$ cat config.mk
export PLATFORM = sky130hd
export DESIGN_NAME = ietf_parser
export DESIGN_NICKNAME = d
export VERILOG_FILES = /design/src/design/ietf_pkg.sv /design/src/design/ietf_parser.sv
export SDC_FILE = /design/constraint.sdc
export NUM_CORES = 1
export LEC_CHECK = 0
export BUFFER_PORTS_ARGS = -buffer_cell sky130_fd_sc_hd__buf_4
export CORE_AREA = 8 8 275 277
export CTS_CLUSTER_SIZE = 14
export DETAILED_ROUTE_END_ITERATION = 7
export DIE_AREA = 0 0 283 285
export PLACE_DENSITY_LB_ADDON = 0.12
export REMOVE_ABC_BUFFERS = 1
export SLEW_MARGIN = 20
export SYNTH_ARGS = -nofsm -noshare
export SYNTH_HDL_FRONTEND = slang
export SYNTH_SLANG_ARGS = --single-unit
export TNS_END_PERCENT = 20
$ cat constraint.sdc
create_clock -name clk_i -period 9.5 [get_ports clk_i]
set_input_delay 0.95 -clock clk_i [delete_from_list [all_inputs] [get_ports clk_i]]
set_output_delay 0.95 -clock clk_i [all_outputs]
set_load 0.05 [all_outputs]
$ cat src/design/ietf_pkg.sv
`default_nettype none

package ietf_pkg;

  localparam int MAX_PIECES = 32;
  localparam int PIECE_W    = 5;
  // piece counter saturates at MAX_PIECES, one bit above the index width
  localparam int PIDX_W     = PIECE_W + 1;
  localparam int CFG_W      = 64;

  localparam logic [7:0] CHAR_NUL     = 8'h00;
  localparam logic [7:0] CHAR_TAB     = 8'h09;
  localparam logic [7:0] CHAR_SPACE   = 8'h20;
  localparam logic [7:0] CHAR_COMMA   = 8'h2c;
  localparam logic [7:0] CHAR_DASH    = 8'h2d;
  localparam logic [7:0] CHAR_LOWER_A = 8'h61;
  localparam logic [7:0] CHAR_LOWER_Z = 8'h7a;
  localparam logic [7:0] CASE_OFFSET  = 8'h20;

  typedef enum logic [1:0] {
    VK_INCLUDE     = 2'd0,
    VK_EXCLUDE     = 2'd1,
    VK_NO_INCLUDES = 2'd2,
    VK_NO_MATCH    = 2'd3
  } ietf_verdict_e;

  typedef enum logic {
    PS_IDLE,
    PS_SWEEP
  } ietf_pstate_e;

  typedef struct packed {
    logic [7:0] text_byte;
    logic       byte_present;
    logic       last_byte;
  } ietf_text_t;

  typedef struct packed {
    logic               passes;
    logic [1:0]         verdict_kind;
    logic [PIECE_W-1:0] deciding_piece;
  } ietf_verdict_t;

  // attribute write from the parser into the cell row
  typedef struct packed {
    logic               start;
    logic               cont;
    logic [PIECE_W-1:0] end_idx;
  } ietf_cell_wr_t;

  function automatic logic [7:0] upcase(input logic [7:0] c);
    logic [7:0] r;
    r = c;
    if (c inside {[CHAR_LOWER_A:CHAR_LOWER_Z]}) begin
      r = c - CASE_OFFSET;
    end
    return r;
  endfunction

  function automatic logic is_blank(input logic [7:0] c);
    return c inside {CHAR_SPACE, CHAR_TAB};
  endfunction

endpackage

`default_nettype wire

$ cat src/design/ietf_parser.sv
`default_nettype none

module ietf_parser #(
  parameter int FILTER_BYTES = 64
) (
  input  logic                            clk_i,
  input  logic                            rst_ni,
  input  logic                            load_i,
  input  logic [FILTER_BYTES*8-1:0]       str_i,
  output logic                            busy_o,
  output logic [FILTER_BYTES-1:0]         sweep_sel_o,
  output logic [FILTER_BYTES-1:0]         end_sel_o,
  output ietf_pkg::ietf_cell_wr_t         wr_o,
  output logic [ietf_pkg::MAX_PIECES-1:0] exists_o,
  output logic [ietf_pkg::MAX_PIECES-1:0] excl_o,
  output logic                            incl_any_o
);
  import ietf_pkg::*;

  localparam int PW = $clog2(FILTER_BYTES);
  localparam logic [PW-1:0] LAST_POS = PW'(FILTER_BYTES - 1);

  ietf_pstate_e state_q, state_d;

  logic [FILTER_BYTES*8-1:0] sh_q;
  logic [PW-1:0]             pos_q;
  logic [PW-1:0]             lastnb_q;
  logic [PIDX_W-1:0]         idx_q;
  logic                      done_q;
  logic                      seen_q;
  logic                      excl_q;
  logic                      started_q;
  logic                      nb_q;
  logic [MAX_PIECES-1:0]     exists_q;
  logic [MAX_PIECES-1:0]     exclb_q;
  logic                      incl_q;

  logic [7:0] cur;
  logic       in_sweep;
  logic       is_term;
  logic       is_comma;
  logic       is_text;
  logic       cur_blank;
  logic       close;
  logic       piece_ok;

  assign cur       = sh_q[7:0];
  assign cur_blank = is_blank(cur);
  assign in_sweep  = (state_q == PS_SWEEP);
  // string ends at the first zero byte, the top byte always counts as zero
  assign is_term   = done_q || (cur == CHAR_NUL) || (pos_q == LAST_POS);
  assign is_comma  = !is_term && (cur == CHAR_COMMA);
  assign is_text   = !is_term && !is_comma;
  assign close     = in_sweep && !done_q && (is_term || is_comma);
  assign piece_ok  = !idx_q[PIDX_W-1];

  always_ff @(posedge clk_i or negedge rst_ni) begin
    if (!rst_ni) begin
      state_q <= PS_IDLE;
    end else begin
      state_q <= state_d;
    end
  end

  always_comb begin
    state_d     = state_q;
    busy_o      = 1'b0;
    wr_o        = '0;
    wr_o.end_idx = idx_q[PIECE_W-1:0];
    case (state_q)
      PS_IDLE: begin
        if (load_i) begin
          state_d = PS_SWEEP;
        end
      end
      PS_SWEEP: begin
        busy_o = 1'b1;
        if (is_text) begin
          if (!seen_q) begin
            wr_o.start = !cur_blank && (cur != CHAR_DASH);
          end else if (!started_q) begin
            // first byte after a leading dash, blank or not
            wr_o.start = 1'b1;
          end else begin
            wr_o.cont = 1'b1;
          end
        end
        if (load_i) begin
          state_d = PS_SWEEP;
        end else if (pos_q == LAST_POS) begin
          state_d = PS_IDLE;
        end
      end
      default: begin
        state_d = PS_IDLE;
      end
    endcase
  end

  for (genvar q = 0; q < FILTER_BYTES; q++) begin : g_sel
    assign sweep_sel_o[q] = in_sweep && (pos_q == PW'(q));
    assign end_sel_o[q]   = close && piece_ok && nb_q && (lastnb_q == PW'(q));
  end

  always_ff @(posedge clk_i or negedge rst_ni) begin
    if (!rst_ni) begin
      pos_q     <= '0;
      idx_q     <= '0;
      done_q    <= 1'b0;
      seen_q    <= 1'b0;
      excl_q    <= 1'b0;
      started_q <= 1'b0;
      nb_q      <= 1'b0;
      exists_q  <= '0;
      exclb_q   <= '0;
      incl_q    <= 1'b0;
    end else if (load_i) begin
      pos_q     <= '0;
      idx_q     <= '0;
      done_q    <= 1'b0;
      seen_q    <= 1'b0;
      excl_q    <= 1'b0;
      started_q <= 1'b0;
      nb_q      <= 1'b0;
      exists_q  <= '0;
      exclb_q   <= '0;
      incl_q    <= 1'b0;
    end else if (in_sweep) begin
      pos_q <= pos_q + 1'b1;
      if (close) begin
        done_q    <= is_term;
        seen_q    <= 1'b0;
        excl_q    <= 1'b0;
        started_q <= 1'b0;
        nb_q      <= 1'b0;
        if (piece_ok) begin
          idx_q <= idx_q + 1'b1;
        end
        if (piece_ok && seen_q) begin
          exists_q[idx_q[PIECE_W-1:0]] <= 1'b1;
          exclb_q[idx_q[PIECE_W-1:0]]  <= excl_q;
          if (!excl_q) begin
            incl_q <= 1'b1;
          end
        end
      end else if (is_text) begin
        if (!seen_q) begin
          if (!cur_blank) begin
            seen_q <= 1'b1;
            if (cur == CHAR_DASH) begin
              excl_q <= 1'b1;
            end else begin
              started_q <= 1'b1;
              nb_q      <= 1'b1;
            end
          end
        end else begin
          started_q <= 1'b1;
          if (!cur_blank) begin
            nb_q <= 1'b1;
          end
        end
      end
    end
  end

  // filter byte shifter, and the last non-blank needle byte, where the piece's end mark goes
  always_ff @(posedge clk_i) begin
    if (load_i) begin
      sh_q <= str_i;
    end else if (in_sweep) begin
      sh_q <= sh_q >> 8;
    end
    if (in_sweep && is_text && !cur_blank && (seen_q || (cur != CHAR_DASH))) begin
      lastnb_q <= pos_q;
    end
  end

  assign exists_o   = exists_q;
  assign excl_o     = exclb_q;
  assign incl_any_o = incl_q;

endmodule

`default_nettype wire

After elaboration in Yosys (flattened, before gate mapping)
Index checks and enable logic that the tools add are counted.
{"block": "totals", "out_inout_bits": 201, "word_cells": 387, "ff_bits": 601}
{"block": "classes", "add_sub_neg": 2, "n_reduce_logical": 166, "n_eq_ne": 137, "magnitude_cmp": 2, "bitwise_logic": 2, "mux": 64}
{"operator": "512-bit two-way mux", "n": 2}
{"operator": "6-bit == test (second input constant)", "n": 64}
{"operator": "32-bit two-way mux", "n": 8}
{"operator": "6-bit by 5-bit == test with 1-bit output (second input constant)", "n": 32}
{"operator": "1-bit logical AND", "n": 140}
{"operator": "6-bit by 4-bit == test with 1-bit output (second input constant)", "n": 16}
{"operator": "6-bit by 3-bit == test with 1-bit output (second input constant)", "n": 8}
{"operator": "1-bit two-way mux", "n": 43}
{"operator": "6-bit two-way mux", "n": 6}
{"operator": "32-bit bitwise mux", "n": 1}
{"operator": "32-bit bitwise OR", "n": 1}
{"operator": "6-bit by 2-bit == test with 1-bit output (second input constant)", "n": 4}
{"operator": "8-bit by 6-bit == test with 1-bit output (second input constant)", "n": 3}
{"operator": "6-bit by 1-bit adder with 6-bit output (second input constant)", "n": 2}
{"operator": "6-bit by 1-bit == test with 1-bit output (second input constant)", "n": 2}
{"operator": "6-bit logical NOT", "n": 2}
{"operator": "4-bit AND reduction", "n": 3}
{"operator": "8-bit by 4-bit == test with 1-bit output (second input constant)", "n": 1}
{"operator": "8-bit logical NOT", "n": 1}
{"operator": "8-bit by 6-bit inequality test with 1-bit output (second input constant)", "n": 1}
{"operator": "2-bit nonzero test", "n": 4}
{"operator": "5-bit by 6-bit less-than comparator with 1-bit output (second input constant)", "n": 1}
{"operator": "3-bit by 2-bit inequality test with 1-bit output (second input constant)", "n": 2}
{"operator": "3-bit AND reduction", "n": 2}
{"operator": "other kinds (13)", "n": 24}

Longest topological paths before layout
{"block": "logic_depth", "depth_word": 11, "mapped_depth": 7, "ltp_nobuf": 5}

Worst setup path after synthesis
OpenSTA, ideal clock, no wires.
{"block": "synth_path", "kind": "input -> register", "startpoint": "input load_i", "endpoint": "register sh_q[0] (enable)", "slack_ns": 1.107, "path_buffers": 3, "setup_ns": 0.667, "arrival_ns": 7.726, "path_stages": 4, "cell_sequence": "buf_2 buf_2 clkbuf_1 or2_2"}
{"block": "synth_via", "elab_chain_cells": 1}
{"item": "start, declared", "line": "ietf_parser.sv:8", "text": "input logic load_i,"}
{"item": "2-bit nonzero test (no line)"}
{"item": "end signal, assigned", "line": "ietf_parser.sv:170", "text": "sh_q <= str_i;"}
{"item": "end signal, assigned", "line": "ietf_parser.sv:172", "text": "sh_q <= sh_q >> 8;"}
{"item": "end, declared", "line": "ietf_parser.sv:25", "text": "logic [FILTER_BYTES*8-1:0] sh_q;"}
No other way between the ends.
A chain may end at the register's enable or synchronous reset.

Final worst setup path
{"block": "layout_path", "startpoint": "register pos_q[0]", "endpoint": "output end_sel_o[17]"}
{"block": "layout_via", "elab_chain_cells": 9}
{"item": "start, declared", "line": "ietf_parser.sv:26", "text": "logic [PW-1:0] pos_q;"}
{"item": "start signal, assigned", "line": "ietf_parser.sv:129", "text": "pos_q <= pos_q + 1'b1;"}
{"item": "6-bit == test *", "line": "ietf_parser.sv:51", "text": "assign is_term = done_q || (cur == CHAR_NUL) || (pos_q == LAST_POS);"}
{"item": "1-bit logical OR *", "line": "ietf_parser.sv:51"}
{"item": "1-bit logical NOT", "line": "ietf_parser.sv:52", "text": "assign is_comma = !is_term && (cur == CHAR_COMMA);"}
{"item": "1-bit logical AND", "line": "ietf_parser.sv:52"}
{"item": "1-bit logical OR *", "line": "ietf_parser.sv:54", "text": "assign close = in_sweep && !done_q && (is_term || is_comma);"}
{"item": "1-bit logical AND *", "line": "ietf_parser.sv:54"}
{"item": "1-bit logical AND * (3 in a row)", "line": "ietf_parser.sv:102", "text": "assign end_sel_o[q] = close && piece_ok && nb_q && (lastnb_q == PW'(q));"}
{"item": "end, declared", "line": "ietf_parser.sv:12", "text": "output logic [FILTER_BYTES-1:0] end_sel_o,"}
Every way passes the cells marked *; elsewhere a longest branch is shown, timed or not.

==> metrics.md <==
| Metric | Value |
|---|---|
| Post-Synth Adder-Cell Area | `0.376%` |
| Synth top cells by count | `edfxtp_1, mux2_2, nor2_1, dfrtp_1, buf_2` |
| Post_cts resized | `0` |
| Largest family of logic cells by synthesized area | `multiplexers` |
| Synth Instances | `~1,700` |
| Distinct cells, synth | `54` |
| Top-count cell post-synth | `edfxtp_1` |
| Worst Tran Pin Value | `approximately 1.1 ns` |
| Setup TNS | `0 ns` |
| Synthesized area | `between 20,000 and 30,000 sq um` |
| Slowest cell on the critical path | `nor2_2` |
| CP cell instances | `ha_1, nand3_1, nor2_2, o21ai_1, nor4b_1, buf_4` |
| Final Max Slew Viols | `0` |
| Max-Cap Viols | `0` |
| Critical path type | `flop to output pin` |
| Detailed-route via count | `16,700` |
| Clock root cell | `clkbuf_16` |
| Final wirelength | `about 78 mm` |
| Routed Antenna Nets | `0` |
| # IOs | `716` |
| Area Growth Syn to Fin | `31.6%` |
| Hold Vio Cnt, Final | `0` |
| Async S/R FF share, synth | `between 10 and 15%` |
| PortBufs | `715` |
| Area of the multi-input gates | `between 8000 and 9000 sq um` |
| RD Place Congestion | `just over 1` |
| Vias in the first global route | `between 15,000 and 20,000` |
| Die area | `80,700 sq um` |
| Simple-gate area share of the yosys netlist | `around 5%` |
| Register area | `17,600 sq um` |
| WL/cell | `between 20 and 25 microns` |
| Top post-synthesis cells by area | `edfxtp_1, mux2_2, dfrtp_1, nor2_1, o211ai_2` |
| Post-synthesis sequential area ratio | `between 60% and 70%` |
| Filler Cell Count | `~6,200` |
| Slew headroom | `between 20 and 30%` |
| Fin area | `35,100 sq um` |
| Hold Crit Class | `primary input to async pin` |
| CTS clk-pin slew, worst paths | `~0.06 ns` |
| Syn Area/Cell | `15.8 sq um` |
| Fmax | `232 MHz` |
| Initial DRC count | `955` |
| Non-Filler Instances | `3,391` |
| Num Clock Sinks | `601` |
| Pin count of the biggest net entering global routing | `roughly 190` |
| Mux contribution to synthesized area | `~23%` |
| Final nets | `2,896` |
| Num CTS Buffers | `68` |
| Post-CTS setup buffer count | `0` |
| DRC Markers | `0` |
| Row count | `98` |
| Crit path required time | `about 8.6 ns` |
| Dpl cells | `3,252` |
| Final setup viols | `0` |
| Clk buf depth | `3` |
| Drt pass-1 iters | `4` |
| Post-synth top area cell | `edfxtp_1` |
| Synth Area in Compound Gates | `approximately 3.3%` |
| RSZ-0062 raised after global routing | `no` |
| DPL Wire Length | `57.1 mm` |
| Die Width | `283 microns` |
| Top cell type's share of synthesized area | `between 50% and 60%` |
| CTS tree | `done` |
| Crit-path max cell delay | `slightly below 0.7 ns` |
| CP Capture Type | `output pin` |
| Initial antenna violation count | `23` |
| Outcome | `complete, no violations` |
| Fin crit share | `between 40 and 50%` |
| CP Max Fanout | `13` |
| Post-Synth XOR/XNOR Area | `less than 1%` |
| Syn. warnings | `0` |
| Peak VDD IR | `between 100 and 150 uV` |
| GRT Residual Overflow | `0` |
| Worst skew pair latency | `just under 0.6 ns` |
| Main synth FF type | `edfxtp_1` |
| Leakage | `about 0.014 uW` |
| Post-synthesis register bit count | `around 600` |
| Worst path arrival time | `about 3.4 ns` |
| Routed vias/inst | `slightly below 5` |
| Placed cell areas | `between 30,000 and 40,000 sq um` |
| Number of flops mapped to enable cells by yosys | `between 500 and 600` |
| Max Clock Skew | `around 0.022 ns` |
| CP Launch Type | `flop` |
| Core ar. | `~71,000 sq um` |
| Pwr dens | `between 150 and 200 nW/um^2` |
| Starting Density | `37.5%` |
| GRT Total Usage | `18.6%` |
| Crit path time final | `approximately 4.3 ns` |
| CTS HTree Levels | `3` |
| Die H | `between 200 and 300 microns` |
| First-pass GRT wire length | `about 120 mm` |
| Hold buffers post-CTS | `0` |
| Layout cells sized above 1 | `between 50% and 60%` |
cells in the final DEF (no fill, tap or decap), drive strengths merged, types with 4 or more instances in the layout:
| master | instances |
|---|---|
| a21oi | 40 |
| and2 | 10 |
| and3 | 4 |
| buf | 727 |
| clkbuf | 95 |
| clkinv | 23 |
| dfrtp | 83 |
| diode | 14 |
| edfxtp | 518 |
| ha | 8 |
| inv | 43 |
| mux2 | 507 |
| mux2i | 33 |
| nand2 | 51 |
| nand3 | 10 |
| nand3b | 8 |
| nor2 | 151 |
| nor2b | 6 |
| nor3 | 9 |
| nor3b | 4 |
| o2111ai | 5 |
| o211ai | 35 |
| o21ai | 12 |
| or3b | 5 |
critical path, delay by kind of cell (launching register included):
| kind | cells | cell delay, ns |
|---|---|---|
| compound gates | 1 | 0.32 |
| fa+ha+maj | 1 | 0.31 |
| buf+inv | 1 | 0.27 |
| flops | 1 | 0.45 |
| simple gates | 3 | 1.43 |
through the flow:
step / power (uW) / hold slack [ns] / setup slack (ns) / util, %
3_5_place_dp: 3780 / 0.498 / 5.27 / 46.2
2_1_floorplan: 3480 / 0.498 / 1.76 / -
6_report: 6280 / 0.254 / 5.20 / 49.4
5_1_grt: 6530 / 0.247 / 4.82 / 49.3
4_1_cts: 6380 / 0.225 / 5.15 / 49.3
3_3_place_gp: 3760 / 0.484 / 5.25 / 46.2
cell families (layout without fill, tap and decap cells):
group                    after synthesis  in the layout
XOR/XNOR                               4              4
other                                  0             14
AO/OA/AOI/OAI                        104            104
AND/OR/NAND/NOR                      279            279
buffers and inverters                146            891
multiplexers                         540            540
adder cells (fa/ha/maj)                8              8
flip-flops                           601            601
layout make-up:
cell class	instances	area share (%)
multi-input combinational	935	23.8
antenna	14	0.0999
clock inverter	29	0.674
clock buffer	95	5.53
sequential	601	50.3
timing repair buffer	727	15.8
inverter	40	0.428
tap	950	3.39
metal layers:
metal / vias up / share of wire, % / track usage, % / wire [microns]
met3: 119 / 9.0 / 7.35 / 6990
met2: 545 / 54 / 34.3 / 41700
met4: 22 / 1.9 / 4.84 / 1470
met5: - / 0.19 / 0 / 146
met1: 8276 / 35 / 19.6 / 27300
li1: 7708 / - / - / -
worst paths after layout:
check | to | slack (ns) | start | cells after the start
worst min-delay path | excl_o[8]$_DFFE_PN0P_ | 0.25 | rst_ni | 1
worst min register to register | incl_any_o$_DFFE_PN0P_ | 0.50 | incl_any_o$_DFFE_PN0P_ | 1
worst max-delay path | end_sel_o[17] | 5.20 | pos_q[0]$_DFFE_PN0N_ | 6
min in group clk_i | incl_any_o$_DFFE_PN0P_ | 0.50 | incl_any_o$_DFFE_PN0P_ | 1
worst max register to register | idx_q[2]$_DFFE_PN0P_ | 6.13 | in_sweep$_DFF_PN0_ | 4
max in group asynchronous | excl_o[29]$_DFFE_PN0P_ | 8.12 | rst_ni | 2
state kept, by name, indices dropped and copies added (netlist names):
register    cells
incl_any_o      1
idx_q           6
exists_o       32
sh_q          512
in_sweep        1
excl_q          1
done_q          1
excl_o         32
started_q       1
pos_q           6
nb_q            1
seen_q          1
lastnb_q        6
report_power, final:
| group | internal [uW] | switching [uW] |
|---|---|---|
| Combinational | 339 | 178 |
| Sequential | 3130 | 67.2 |
| Clock | 1510 | 1060 |
| Total | 4980 | 1300 |
Power figures use the tool's default switching activity.
