==> config.mk <==
export PLATFORM = sky130hd
export DESIGN_NAME = ietf_cell
export DESIGN_NICKNAME = d
export VERILOG_FILES = /design/src/design/ietf_pkg.sv /design/src/design/ietf_cell.sv
export SDC_FILE = /design/constraint.sdc
export NUM_CORES = 1
export LEC_CHECK = 0
export BUFFER_PORTS_ARGS = -buffer_cell sky130_fd_sc_hd__clkbuf_2
export CAP_MARGIN = 15
export CORE_AREA = 2 2 39 41
export CTS_BUF_LIST = sky130_fd_sc_hd__clkbuf_8
export DETAILED_ROUTE_END_ITERATION = 10
export DIE_AREA = 0 0 41 43
export PLACE_DENSITY = 0.74
export SLEW_MARGIN = 15
export SYNTH_ARGS = -nofsm -noshare
export SYNTH_HDL_FRONTEND = slang
export SYNTH_SLANG_ARGS = --single-unit
==> constraint.sdc <==
create_clock -name clk_i -period 1.23 [get_ports clk_i]
set_input_delay 0.0615 -clock clk_i [delete_from_list [all_inputs] [get_ports clk_i]]
set_output_delay 0.0615 -clock clk_i [all_outputs]
set_load 0.01 [all_outputs]
==> src/design/ietf_pkg.sv <==
`default_nettype none

package ietf_pkg;

  localparam int MAX_PIECES = 32;
  localparam int PIECE_W    = 5;
  // piece counter saturates at MAX_PIECES, one bit above the index width
  localparam int PIDX_W     = PIECE_W + 1;
  localparam int CFG_W      = 64;

  localparam logic [7:0] CHAR_NUL     = 8'h00;
  localparam logic [7:0] CHAR_TAB     = 8'h09;
  localparam logic [7:0] CHAR_SPACE   = 8'h20;
  localparam logic [7:0] CHAR_COMMA   = 8'h2c;
  localparam logic [7:0] CHAR_DASH    = 8'h2d;
  localparam logic [7:0] CHAR_LOWER_A = 8'h61;
  localparam logic [7:0] CHAR_LOWER_Z = 8'h7a;
  localparam logic [7:0] CASE_OFFSET  = 8'h20;

  typedef enum logic [1:0] {
    VK_INCLUDE     = 2'd0,
    VK_EXCLUDE     = 2'd1,
    VK_NO_INCLUDES = 2'd2,
    VK_NO_MATCH    = 2'd3
  } ietf_verdict_e;

  typedef enum logic {
    PS_IDLE,
    PS_SWEEP
  } ietf_pstate_e;

  typedef struct packed {
    logic [7:0] text_byte;
    logic       byte_present;
    logic       last_byte;
  } ietf_text_t;

  typedef struct packed {
    logic               passes;
    logic [1:0]         verdict_kind;
    logic [PIECE_W-1:0] deciding_piece;
  } ietf_verdict_t;

  // attribute write from the parser into the cell row
  typedef struct packed {
    logic               start;
    logic               cont;
    logic [PIECE_W-1:0] end_idx;
  } ietf_cell_wr_t;

  function automatic logic [7:0] upcase(input logic [7:0] c);
    logic [7:0] r;
    r = c;
    if (c inside {[CHAR_LOWER_A:CHAR_LOWER_Z]}) begin
      r = c - CASE_OFFSET;
    end
    return r;
  endfunction

  function automatic logic is_blank(input logic [7:0] c);
    return c inside {CHAR_SPACE, CHAR_TAB};
  endfunction

endpackage

`default_nettype wire

==> src/design/ietf_cell.sv <==
`default_nettype none

module ietf_cell (
  input  logic                         clk_i,
  input  logic                         rst_ni,
  input  logic [7:0]                   filt_byte_i,
  input  logic [7:0]                   char_i,
  input  logic                         step_i,
  input  logic                         prev_i,
  input  logic                         sweep_sel_i,
  input  logic                         end_sel_i,
  input  ietf_pkg::ietf_cell_wr_t      wr_i,
  output logic                         bit_o,
  output logic                         hit_o,
  output logic [ietf_pkg::PIECE_W-1:0] end_idx_o
);
  import ietf_pkg::*;

  logic               start_q;
  logic               cont_q;
  logic               end_q;
  logic [PIECE_W-1:0] end_idx_q;
  logic               bit_q;
  logic               bit_d;

  // a needle starts here, or continues from a match that ended one cell back
  assign bit_d = (start_q || (cont_q && prev_i)) && (upcase(filt_byte_i) == char_i);

  always_ff @(posedge clk_i or negedge rst_ni) begin
    if (!rst_ni) begin
      start_q <= 1'b0;
      cont_q  <= 1'b0;
      end_q   <= 1'b0;
      bit_q   <= 1'b0;
    end else begin
      if (sweep_sel_i) begin
        start_q <= wr_i.start;
        cont_q  <= wr_i.cont;
        end_q   <= 1'b0;
      end else if (end_sel_i) begin
        end_q <= 1'b1;
      end
      if (step_i) begin
        bit_q <= bit_d;
      end
    end
  end

  always_ff @(posedge clk_i) begin
    if (end_sel_i && !sweep_sel_i) begin
      end_idx_q <= wr_i.end_idx;
    end
  end

  assign bit_o     = bit_q;
  assign hit_o     = bit_q && end_q;
  assign end_idx_o = end_idx_q;

endmodule

`default_nettype wire

Word-level counts from Yosys, hierarchy flattened

Cells that the tools add are included.

Flip-flop bits (word level): 9
Input bits: 29
Output and inout bits: 7
Logic and storage cells: 20

$add $sub $neg: 1
$lt $le $gt $ge: 2
Eq/ne operators: 1
Mux-type cells: 3
Reductions and logical operators: 8

Operator list:

| operator                                                          | count |
|---|---|
| equality test 8 bit                                               | 1 |
| greater-or-equal comparator 8 x 7 -> 1 bit, second input constant | 1 |
| <= comparator 8 x 7 -> 1 bit, second input constant               | 1 |
| 2-to-1 mux 8 bit                                                  | 1 |
| subtractor 8 x 6 -> 8 bit, second input constant                  | 1 |
| logical AND 1 bit                                                 | 5 |
| 2-to-1 mux 1 bit                                                  | 2 |
| nonzero test 2 bit                                                | 1 |
| zero test 1 bit                                                   | 1 |
| logical OR 1 bit                                                  | 1 |

Logic depth before layout (Yosys ltp)

Gate-level depths: netlist of run 1.

Depth in word-level cells: 5
Gate-level depth with buffers: 6

Worst setup path before layout of run 1

Ideal clock, no wire load.

Kind: input -> register
Start: input port filt_byte_i[0]
End: register bit_q, in the netlist bit_o
Library setup time: 0.104 ns
Arrival: 1.316 ns
Setup slack: -0.190 ns
Stages on the path: 5
Path through: or4_1 > o22ai_2 > o31ai_1 > xnor2_1 > o41ai_2

Longest elaborated chain between the ends: 5
Elaborated cells between the ends (all ways): 7

RTL lines:

| what                                                                                              | RTL line        | source |
|---|---|---|
| from (decl)                                                                                       | ietf_cell.sv:6  | `input logic [7:0] filt_byte_i,` |
| greater-or-equal comparator 8 x 7 -> 1 bit / <= comparator 8 x 7 -> 1 bit (equally long branches) | ietf_pkg.sv:54  | `if (c inside {[CHAR_LOWER_A:CHAR_LOWER_Z]}) begin` |
| logical AND 1 bit                                                                                 | ietf_pkg.sv:54  |  |
| 2-to-1 mux 8 bit *                                                                                | ietf_pkg.sv:54  |  |
| equality test 8 bit *                                                                             | ietf_cell.sv:27 | `assign bit_d = (start_q \|\| (cont_q && prev_i)) && (upcase(filt_byte_i) == char_i);` |
| logical AND 1 bit *                                                                               | ietf_cell.sv:27 |  |
| to (signal assigned)                                                                              | ietf_cell.sv:44 | `bit_q <= bit_d;` |
| to (decl)                                                                                         | ietf_cell.sv:23 | `logic bit_q;` |

Mark *: on every way between the ends. The rest lies on a longest branch, timed or not.
A chain may end at the register's enable or synchronous reset.

Worst setup path after layout of run 1

Start: input port filt_byte_i[3]
End: register bit_q, in the netlist bit_o

The elaborated chain is that of the path after synthesis.

==> flow_summary_export.csv, run 1 <==
group,metric,value,unit
status,status,"finished, violations left",
status,violations,"negative setup slack",
critical_path,cp-end-kind,"flop",
layout,instances_no_fill,103,
synthesis,ys_seq_area_share,50.89,%
critical_path,reg2reg_to,"bit_o$_DFFE_PN0P_",
floorplanning,die_x,41,um
critical_path,crit_type,"input pin to flop",
floorplanning,initial_core_util,35.53,%
clock_network,cts_tree,"yes",
critical_path,critPathSlowestCell,"or4_4",
timing,final_hold_viol_count,0,
floorplanning,rows,14,
layout,n_fill_cell,134,
drt,num_vias,487,
power_and_ir_drop,swShare,23.14,%
synthesis,yosysTopAreaCell,"edfxtp_1",
drt,ant_nets,0,
synthesis,netlist_area,491.7,um2
run,drv_cap,0,
synthesis,synth.cells.most_frequent,"edfxtp_1 (5), xor2_1 (5), dfrtp_1 (4), inv_1 (3), nand3_1 (3)",
hold_path,hp-class,"input pin to flop",
critical_path,ff2ff_path_depth,4,
synthesis,synth-main-ff-cell,"edfxtp_1",
grt,grt_pass1_vias,494,
layout,area_growth,61.07,%
clock_network,htreeDepth,1,
grt,grt_first_pass_wirelength,2035,um
synthesis,syn_area_per_cell,11.44,um2
power_and_ir_drop,p_int,0.6423,mW
drt,drt_iter0_markers,15,
drt,drcViolationCount,0,
layout,drive_above_1_share,56.32,%
drt,routed_wl,1295,um
place,gp_congestion,0.7284,
drt,avgViaCountPerCell,4.728,
hold_path,holdPathEnd,"end_idx_o[3]$_DFFE_PP_",
place,place_inst,98,
clock_network,cts_buffer_depth,2,
timing,rsz0062_at_grt,"yes",
timing,skew,0.002985,ns
synthesis,synthesis.nets,73,
floorplanning,die_h,43,um
critical_path,rr_startpoint,"cont_q$_DFFE_PN0P_",
floorplanning,io_pins,36,
power_and_ir_drop,total_power,0.8357,mW
critical_path,slowest_delay,0.55,ns
place,post_dp_cell_area,733.2,um2
timing,slew_headroom,72.18,%
grt,antenna_found_initial,0,
clock_network,cts_sinks,9,
timing,finalSetupViolCount,1,
floorplanning,die-area,1763,um2
grt,overflow,0,
critical_path,crit_arrival,1.43,ns
clock_network,clk_pin_slew,0.05,ns
synthesis,synthTopCellsByArea,"edfxtp_1 (31%), dfrtp_1 (20%), xor2_1 (8.9%)",
synthesis,synth_edf_count,5,
layout,nets,118,
grt,grt_max_degree,6,
drt,post_drt_wl_per_cell,12.57,um
timing,fin_ws,-0.07610,ns
critical_path,crit_fanout,4,
timing,min_period_over_period,106.2,%
clock_network,insertion_delay,0.23,ns
hold_path,hp-start,"wr_i[3]",
drt,dr.pass1.iters,4,
critical_path,cp_cell_sequence,"clkbuf_2, or4_4, o22ai_4, o21ai_2, xnor2_1, o41ai_2",
power_and_ir_drop,p_leak,0.3906,nW
floorplanning,coreArea,1384,um2
synthesis,yosysWarnings,0,
timing,fin_crit,1.306,ns
hold_path,hold_depth,1,
timing,maxSlewViolCount,0,
place,portBuffers,35,
power_and_ir_drop,p_seq_share,41.8,%
place,place_hpwl,1139,um
power_and_ir_drop,pwr-share-comb,18.9,%
critical_path,critPathRequiredTime,1.35,ns
power_and_ir_drop,ir_drop,0.0005692,V
layout,antennaDiodeCount,0,
synthesis,ys_seq_elements,9,
clock_network,root_buffer,"clkbuf_8",
timing,tightest_slew,0.4136,ns
grt,grtUsageTotal,18.25,%
layout,stdcell_area,792.0,um2
synthesis,synth.top_cell.area_share,30.53,%
power_and_ir_drop,power.density,1055,nW/um2
synthesis,synth_cell_types,22,
critical_path,critPathLaunchType,"input pin",
synthesis,async_flop_share,44.44,%
synthesis,syn-instance-count,43,
critical_path,r2r_setup_slack,-0.02,ns
clock_network,numCtsBuffers,3,
power_and_ir_drop,p_clk_share,39.3,%
power_and_ir_drop,p_switching,0.1934,mW
timing,clock.fmax,0.7656,GHz
## how the worst max path moves through the flow
| stage | start | to | cells after the start |
|---|---|---|---|
| global placement | filt_byte_i[0] | bit_o$_DFFE_PN0P_ | 6 |
| finish | filt_byte_i[3] | bit_o$_DFFE_PN0P_ | 6 |
| global route | filt_byte_i[3] | bit_o$_DFFE_PN0P_ | 6 |
| detailed placement | filt_byte_i[0] | bit_o$_DFFE_PN0P_ | 6 |
| CTS | filt_byte_i[3] | bit_o$_DFFE_PN0P_ | 6 |
| floorplan | filt_byte_i[0] | bit_o$_DFFE_PN0P_ | 5 |
## power groups by stage
stage               Combinational [mW]  Sequential, mW  Clock (mW)
detailed placement               0.155           0.355           0
global placement                 0.148           0.353           0
global route                     0.174           0.352       0.342
floorplan                       0.0584           0.359           0
finish                           0.158           0.350       0.328
CTS                              0.160           0.350       0.331
## stage by stage
| stage | utilization (%) | hold WS (ns) | setup WS (ns) | setup TNS, ns |
|---|---|---|---|---|
| final | 57.23 | 0.01049 | -0.07610 | -0.07610 |
| after global routing | 57.23 | 0.005737 | -0.1558 | -0.1558 |
| after CTS | 57.23 | 0.006732 | -0.1130 | -0.1130 |
| after detailed placement | 52.98 | -0.1269 | -0.3970 | -0.3970 |
| after global placement | 52.98 | -0.1303 | -0.2952 | -0.2952 |
| after floorplan | - | -0.2341 | -0.1364 | -0.1364 |
## cell usage in the layout (no fill, tap or decap), drive strengths merged
cell / netlist / final
nand3: 3 / 3
xnor2: 2 / 2
a21oi: 2 / 2
edfxtp: 5 / 5
nor2b: 1 / 1
or4: 1 / 1
o41ai: 1 / 1
o211ai: 1 / 1
dfrtp: 4 / 4
clkbuf: 0 / 38
inv: 3 / 4
nor3: 1 / 1
o22ai: 1 / 1
nor2: 2 / 2
xor2: 5 / 5
o31ai: 1 / 1
mux2: 2 / 2
and2: 1 / 1
dlygate4sd3: 0 / 1
nor4: 2 / 2
nand2: 1 / 1
buf: 0 / 4
nand2b: 1 / 1
ha: 1 / 1
o21ai: 2 / 2
## sequential cells by signal (all words and copies together) (netlist names)
signal / cells
bit_o: 1
start_q: 1
end_q: 1
end_idx_o: 5
cont_q: 1
## per-layer routing
layer	vias up	track usage (%)	part of all wire, %
li1	248	-	-
met1	226	13.51	31
met2	13	36.56	64
met3	0	3.665	4.3
met4	0	10.00	0
met5	-	0	0
## logic make-up (layout without fill, tap and decap cells)
kind of cell,after synthesis,count (layout),synth area share (%)
AO/OA/AOI/OAI,8,8,12.98
XOR/XNOR,7,7,12.47
adder cells (fa/ha/maj),1,1,2.544
buffers and inverters,3,47,2.290
flip-flops,9,9,50.89
multiplexers,2,2,4.580
AND/OR/NAND/NOR,13,13,14.25
## critical path: cells and delay by family
kind	cells	cell delay, ns
compound gates	3	0.59
xor+xnor	1	0.14
buf+inv	1	0.10
simple gates	1	0.55
## final cells by class
| type | count | area (um2) | area share, % |
|---|---|---|---|
| multi-input cells | 31 | 250.2 | 31.60 |
| clock inverters | 1 | 3.754 | 0.4739 |
| well taps | 16 | 20.02 | 2.528 |
| clock buffers | 3 | 41.29 | 5.213 |
| flip-flops and latches | 9 | 250.2 | 31.60 |
| repair buffers | 40 | 215.2 | 27.17 |
| inverters | 3 | 11.26 | 1.422 |
## what timing repair did
action / in CTS / in global routing
gates resized for setup: 2 / 0
setup endpoints to repair: 1 / 1
pin swaps: 4 / 0
hold endpoints to repair: 4 / 0
gates cloned: 0 / 0
hold buffers: 1 / 0
setup buffers: 0 / 0
Power figures use the tool's default switching activity.
==> run 2, diff against run 1 <==
- BUFFER_PORTS_ARGS: -buffer_cell sky130_fd_sc_hd__clkbuf_2 -> -buffer_cell sky130_fd_sc_hd__buf_2
- CTS_BUF_LIST: sky130_fd_sc_hd__clkbuf_8 -> sky130_fd_sc_hd__clkbuf_4
- SETUP_SLACK_MARGIN: not set -> 0.05
==> run 2 against run 1 <==
The flow still finishes with violations (negative setup slack). Routed wire length is 2.1% lower. Via count grew 2.1%. Power is 7.2% lower. Clock skew fell by 0.0013 ns. Critical path depth is the same. Sequential power barely moved. Combinational power grew 14%. Clock-buffer cell count rose by 1. Global-route usage fell by 1.0 points. Worst hold slack gained 0.014 ns. Critical endpoint unchanged.
==> flow_summary_export.csv, run 2 (synthesized netlist as in run 1, its figures left out) <==
group,metric,value,unit
status,status,"finished, violations left",
status,violations,"negative setup slack",
timing,min_period_over_period,103.4,%
drt,num_vias,497,
layout,layout_commonest_cell,"buf_2",
grt,grt_util_met3,3.141,%
timing,slew_headroom,73.11,%
drt,dr.pass1.iters,3,
layout,most-common-layout-cells,"buf_2 (34), dlygate4sd3_1 (6), xor2_1 (5), edfxtp_1 (5), buf_4 (5)",
floorplanning,die_x,41,um
place,portBuffers,35,
grt,grt_util_met2,31.87,%
timing,clock.fmax,0.7859,GHz
timing,rsz0062_at_grt,"yes",
layout,instances_no_fill,109,
power_and_ir_drop,p_leak,0.4058,nW
drt,drt_iter0_markers,11,
grt,antenna_found_initial,0,
grt,use_met1,18.64,%
clock_network,cts_buffer_depth,2,
run,drv_cap,0,
grt,grt_max_degree,6,
grt,grt_pass1_vias,523,
clock_network,insertion_delay,0.26,ns
floorplanning,initial_core_util,35.53,%
timing,finalSetupViolCount,1,
timing,final_hold_viol_count,0,
layout,nets,124,
drt,routed_wl,1268,um
place,place_inst,99,
critical_path,crit_arrival,1.43,ns
timing,fin_crit,1.272,ns
drt,drcViolationCount,0,
timing,tightest_slew,0.4025,ns
drt,post_drt_wl_per_cell,11.63,um
clock_network,numCtsBuffers,3,
critical_path,crit_fanout,4,
critical_path,crit_type,"input pin to flop",
grt,grt_first_pass_wirelength,2076,um
clock_network,postCtsSetupBuffers,0,
layout,antennaDiodeCount,0,
floorplanning,rows,14,
power_and_ir_drop,ir_drop,0.0004552,V
critical_path,critPathRequiredTime,1.39,ns
drt,ant_nets,0,
timing,fin_ws,-0.04238,ns
layout,drive_above_1_share,55.91,%
clock_network,cts_sinks,9,
floorplanning,io_pins,36,
timing,maxSlewViolCount,0,
power_and_ir_drop,power.density,909.2,nW/um2
drt,avgViaCountPerCell,4.560,
grt,grtUsageTotal,17.24,%
floorplanning,die-area,1763,um2
clock_network,htreeDepth,1,
grt,grt.busiest_layer,"met2",
layout,utilization,61.66,%
critical_path,cp-end-kind,"flop",
clock_network,cts_tree,"yes",
layout,area_growth,73.54,%
hold_path,hp-class,"input pin to flop",
clock_network,root_buffer,"clkbuf_4",
critical_path,critPathLaunchType,"input pin",
clock_network,clk_pin_slew,0.06,ns
floorplanning,die_h,43,um
layout,largest_register_ffs,5,
place,gp_congestion,0.7279,
timing,skew,0.001661,ns
grt,overflow,0,
timing,holdWs,0.02448,ns
floorplanning,coreArea,1384,um2
==> run 2: power by group <==
group / total (mW) / switching (mW) / internal (mW) / leakage (nW)
registers: 0.349 / 0.00784 / 0.341 / 0.0968
clock network: 0.247 / 0.100 / 0.147 / 0.0184
logic: 0.180 / 0.0799 / 0.100 / 0.291
total: 0.776 / 0.188 / 0.588 / 0.406
==> run 2: path summary, 6_finish.rpt <==
check	startpoint	endpoint	slack, ns	cells after the start
hold reg to reg	end_q$_DFFE_PN0P_	end_q$_DFFE_PN0P_	0.49	2
max in group asynchronous	rst_ni	end_q$_DFFE_PN0P_	0.97	2
hold / removal	sweep_sel_i	end_q$_DFFE_PN0P_	0.02	2
setup / recovery	filt_byte_i[3]	bit_o$_DFFE_PN0P_	-0.04	6
setup reg to reg	cont_q$_DFFE_PN0P_	bit_o$_DFFE_PN0P_	-0.02	4
min in group asynchronous	rst_ni	cont_q$_DFFE_PN0P_	0.15	2
==> run 2: layout make-up <==
| type | count | area [um2] |
|---|---|---|
| sequential | 9 | 250.2 |
| clock buffer | 4 | 30.03 |
| fill | 130 | 530.5 |
| inverter | 3 | 11.26 |
| timing repair buffer | 46 | 279.0 |
| tap | 16 | 20.02 |
| multi-input combinational | 31 | 262.8 |
==> run 2: metrics by stage <==
step	setup TNS (ns)	instance area, um2	worst slack [ns]	power, mW
2_1_floorplan	-0.1364	508.0	-0.1364	0.4176
3_3_place_gp	-0.2885	740.7	-0.2885	0.5029
3_5_place_dp	-0.3639	740.7	-0.3639	0.5086
4_1_cts	-0.03392	849.6	-0.03392	0.7824
5_1_grt	-0.08322	853.3	-0.08322	0.8220
6_report	-0.04238	853.3	-0.04238	0.7758
==> run 2: critical path: stages <==
cell and delay (ns):
buf_6 0.09, or4_4 0.53, o22ai_4 0.25, o21ai_2 0.09, xnor2_1 0.14, o41ai_2 0.27
==> run 2: timing repair <==
action / CTS / global route
endpoints found under the hold margin: 9 / 0
gates cloned: 0 / 0
pin swaps: 5 / 2
setup endpoints to repair: 1 / 1
hold buffers: 6 / 0
gates resized for setup: 4 / 1
==> run 2: per-layer routing <==
metal	up-vias	share of wire, %
met5	-	0
met4	0	0
met2	15	59
met1	225	38
met3	0	3.1
li1	257	-
==> run 3, diff against run 2 <==
- REMOVE_ABC_BUFFERS: not set -> 1
==> run 3 against run 2 <==
The run still ends with negative setup slack left. Combinational power shrank 3%. Core utilization shrank 0.90 points. Worst hold slack lost 0.0049 ns. Die area is the same. Global-route usage shrank 1.2 points. Via count grew 3.0%. Sequential power is essentially flat. Clock skew shrank 0.00074 ns. Critical endpoint unchanged. Highest routed layer unchanged.
==> flow_summary_export.csv, run 3 (synthesized netlist as in run 1, its figures left out) <==
group,metric,value,unit
critical_path,crit_fanout,3,
power_and_ir_drop,power.density,906.7,nW/um2
layout,largest_register_ffs,5,
critical_path,rr_startpoint,"cont_q$_DFFE_PN0P_",
power_and_ir_drop,p_int,0.5838,mW
place,post_dp_cell_area,724.4,um2
drt,num_vias,512,
timing,fin_crit,1.234,ns
grt,antenna_found_initial,0,
drt,dr.pass1.iters,3,
timing,fin_ws,-0.003863,ns
floorplanning,io_pins,36,
layout,n_fill_cell,128,
run,drv_cap,0,
grt,grt_pass1_vias,503,
grt,grt_first_pass_wirelength,1980,um
power_and_ir_drop,p_seq_share,45.6,%
power_and_ir_drop,total_power,0.7624,mW
layout,antennaDiodeCount,0,
drt,ant_nets,0,
clock_network,htreeDepth,1,
layout,area_growth,70.99,%
drt,avgViaCountPerCell,4.697,
critical_path,critPathLaunchType,"input pin",
clock_network,insertion_delay,0.25,ns
critical_path,crit_type,"input pin to flop",
power_and_ir_drop,p_clk_share,31.5,%
layout,instances_no_fill,109,
clock_network,cts_sinks,9,
power_and_ir_drop,swShare,23.42,%
floorplanning,initial_core_util,35.53,%
layout,utilization,60.76,%
critical_path,critPathRequiredTime,1.38,ns
floorplanning,coreArea,1384,um2
floorplanning,die-area,1763,um2
floorplanning,rows,14,
timing,holdWs,0.01954,ns
clock_network,numCtsBuffers,3,
timing,maxSlewViolCount,0,
layout,most-common-layout-cells,"buf_2 (35), dlygate4sd3_1 (6), xor2_1 (5), edfxtp_1 (5), buf_4 (5)",
timing,min_period_over_period,100.3,%
drt,drt_iter0_markers,7,
power_and_ir_drop,ir_drop,0.0005811,V
drt,post_drt_wl_per_cell,11.26,um
critical_path,cp-end-kind,"flop",
power_and_ir_drop,pwr-share-comb,22.9,%
timing,rsz0062_at_grt,"yes",
timing,tightest_slew,0.4220,ns
clock_network,cts_buffer_depth,2,
timing,final_hold_viol_count,0,
grt,grtUsageTotal,16.07,%
layout,stdcell_area,840.8,um2
grt,grt_max_degree,6,
hold_path,hp-class,"input pin to flop",
layout,drive_above_1_share,55.91,%
power_and_ir_drop,p_leak,0.4019,nW
timing,setup-tns-final,-0.003863,ns
timing,clock.fmax,0.8105,GHz
drt,routed_wl,1227,um
drt,drcViolationCount,0,
status,violations,"negative setup slack",
timing,skew,0.0009236,ns
layout,layout_commonest_cell,"buf_2",
clock_network,cts_tree,"yes",
clock_network,postCtsSetupBuffers,0,
layout,nets,124,
floorplanning,die_x,41,um
clock_network,root_buffer,"clkbuf_4",
place,gp_congestion,0.7868,
place,post-place-ws,-0.3778,ns
place,place_inst,99,
place,portBuffers,35,
critical_path,crit_path_start,"filt_byte_i[0]",
status,status,"finished, violations left",
power_and_ir_drop,p_switching,0.1786,mW
timing,slew_headroom,71.81,%
floorplanning,die_h,43,um
clock_network,clk_pin_slew,0.06,ns
grt,overflow,0,
place,place_hpwl,1011,um
critical_path,crit_arrival,1.39,ns
timing,finalSetupViolCount,1,
hold_path,hp-start,"sweep_sel_i",
-- run 3: cell counts in the layout (fill, tap and decap cells not counted) --
No cell type changed its count.
-- run 3: per-layer routing --
layer / GRT usage (%) / vias up / wire length [um] / share of wire [%]
li1: - / 261 / - / -
met1: 18.79 / 243 / 481 / 39
met2: 28.75 / 8 / 706 / 58
met3: 3.665 / 0 / 39 / 3.2
met4: 2.000 / 0 / 0 / 0
met5: 0 / - / 0 / 0
-- run 3: area by class of cell --
type	count	area [um2]	area share (%)
Sequential cell	9	250.2	29.76
Tap cell	16	20.02	2.381
Inverter	3	11.26	1.339
Multi-Input combinational cell	31	256.5	30.51
Clock buffer	4	30.03	3.571
Timing Repair Buffer	46	272.8	32.44
-- run 3: worst paths after layout --
path | endpoint | slack, ns | depth (start not counted)
worst max-delay path | bit_o$_DFFE_PN0P_ | -0.004 | 6
worst min-delay path | end_q$_DFFE_PN0P_ | 0.02 | 2
worst max register to register | bit_o$_DFFE_PN0P_ | 0.11 | 4
worst min register to register | end_q$_DFFE_PN0P_ | 0.49 | 2
max in group asynchronous | end_q$_DFFE_PN0P_ | 0.97 | 2
min in group asynchronous | bit_o$_DFFE_PN0P_ | 0.15 | 2
-- run 3: timing repair --
item	4_1_cts	5_1_grt
gates resized for setup	4	1
hold buffers	6	0
endpoints found under the hold margin	9	0
gates cloned	0	0
endpoints found under the setup margin	1	1
pin swaps	2	2
-- run 3: worst max-delay path: stages --
cell	delay [ns]
buf_2	0.11
or4_4	0.54
o22ai_4	0.19
buf_4	0.14
nor4_1	0.05
o41ai_2	0.29
-- run 3: power groups by stage --
stage | clock network (mW) | registers [mW] | logic, mW
2_1_floorplan | 0 | 0.359 | 0.0530
3_3_place_gp | 0 | 0.352 | 0.144
3_5_place_dp | 0 | 0.353 | 0.148
4_1_cts | 0.249 | 0.347 | 0.173
5_1_grt | 0.264 | 0.350 | 0.193
6_report | 0.240 | 0.348 | 0.175
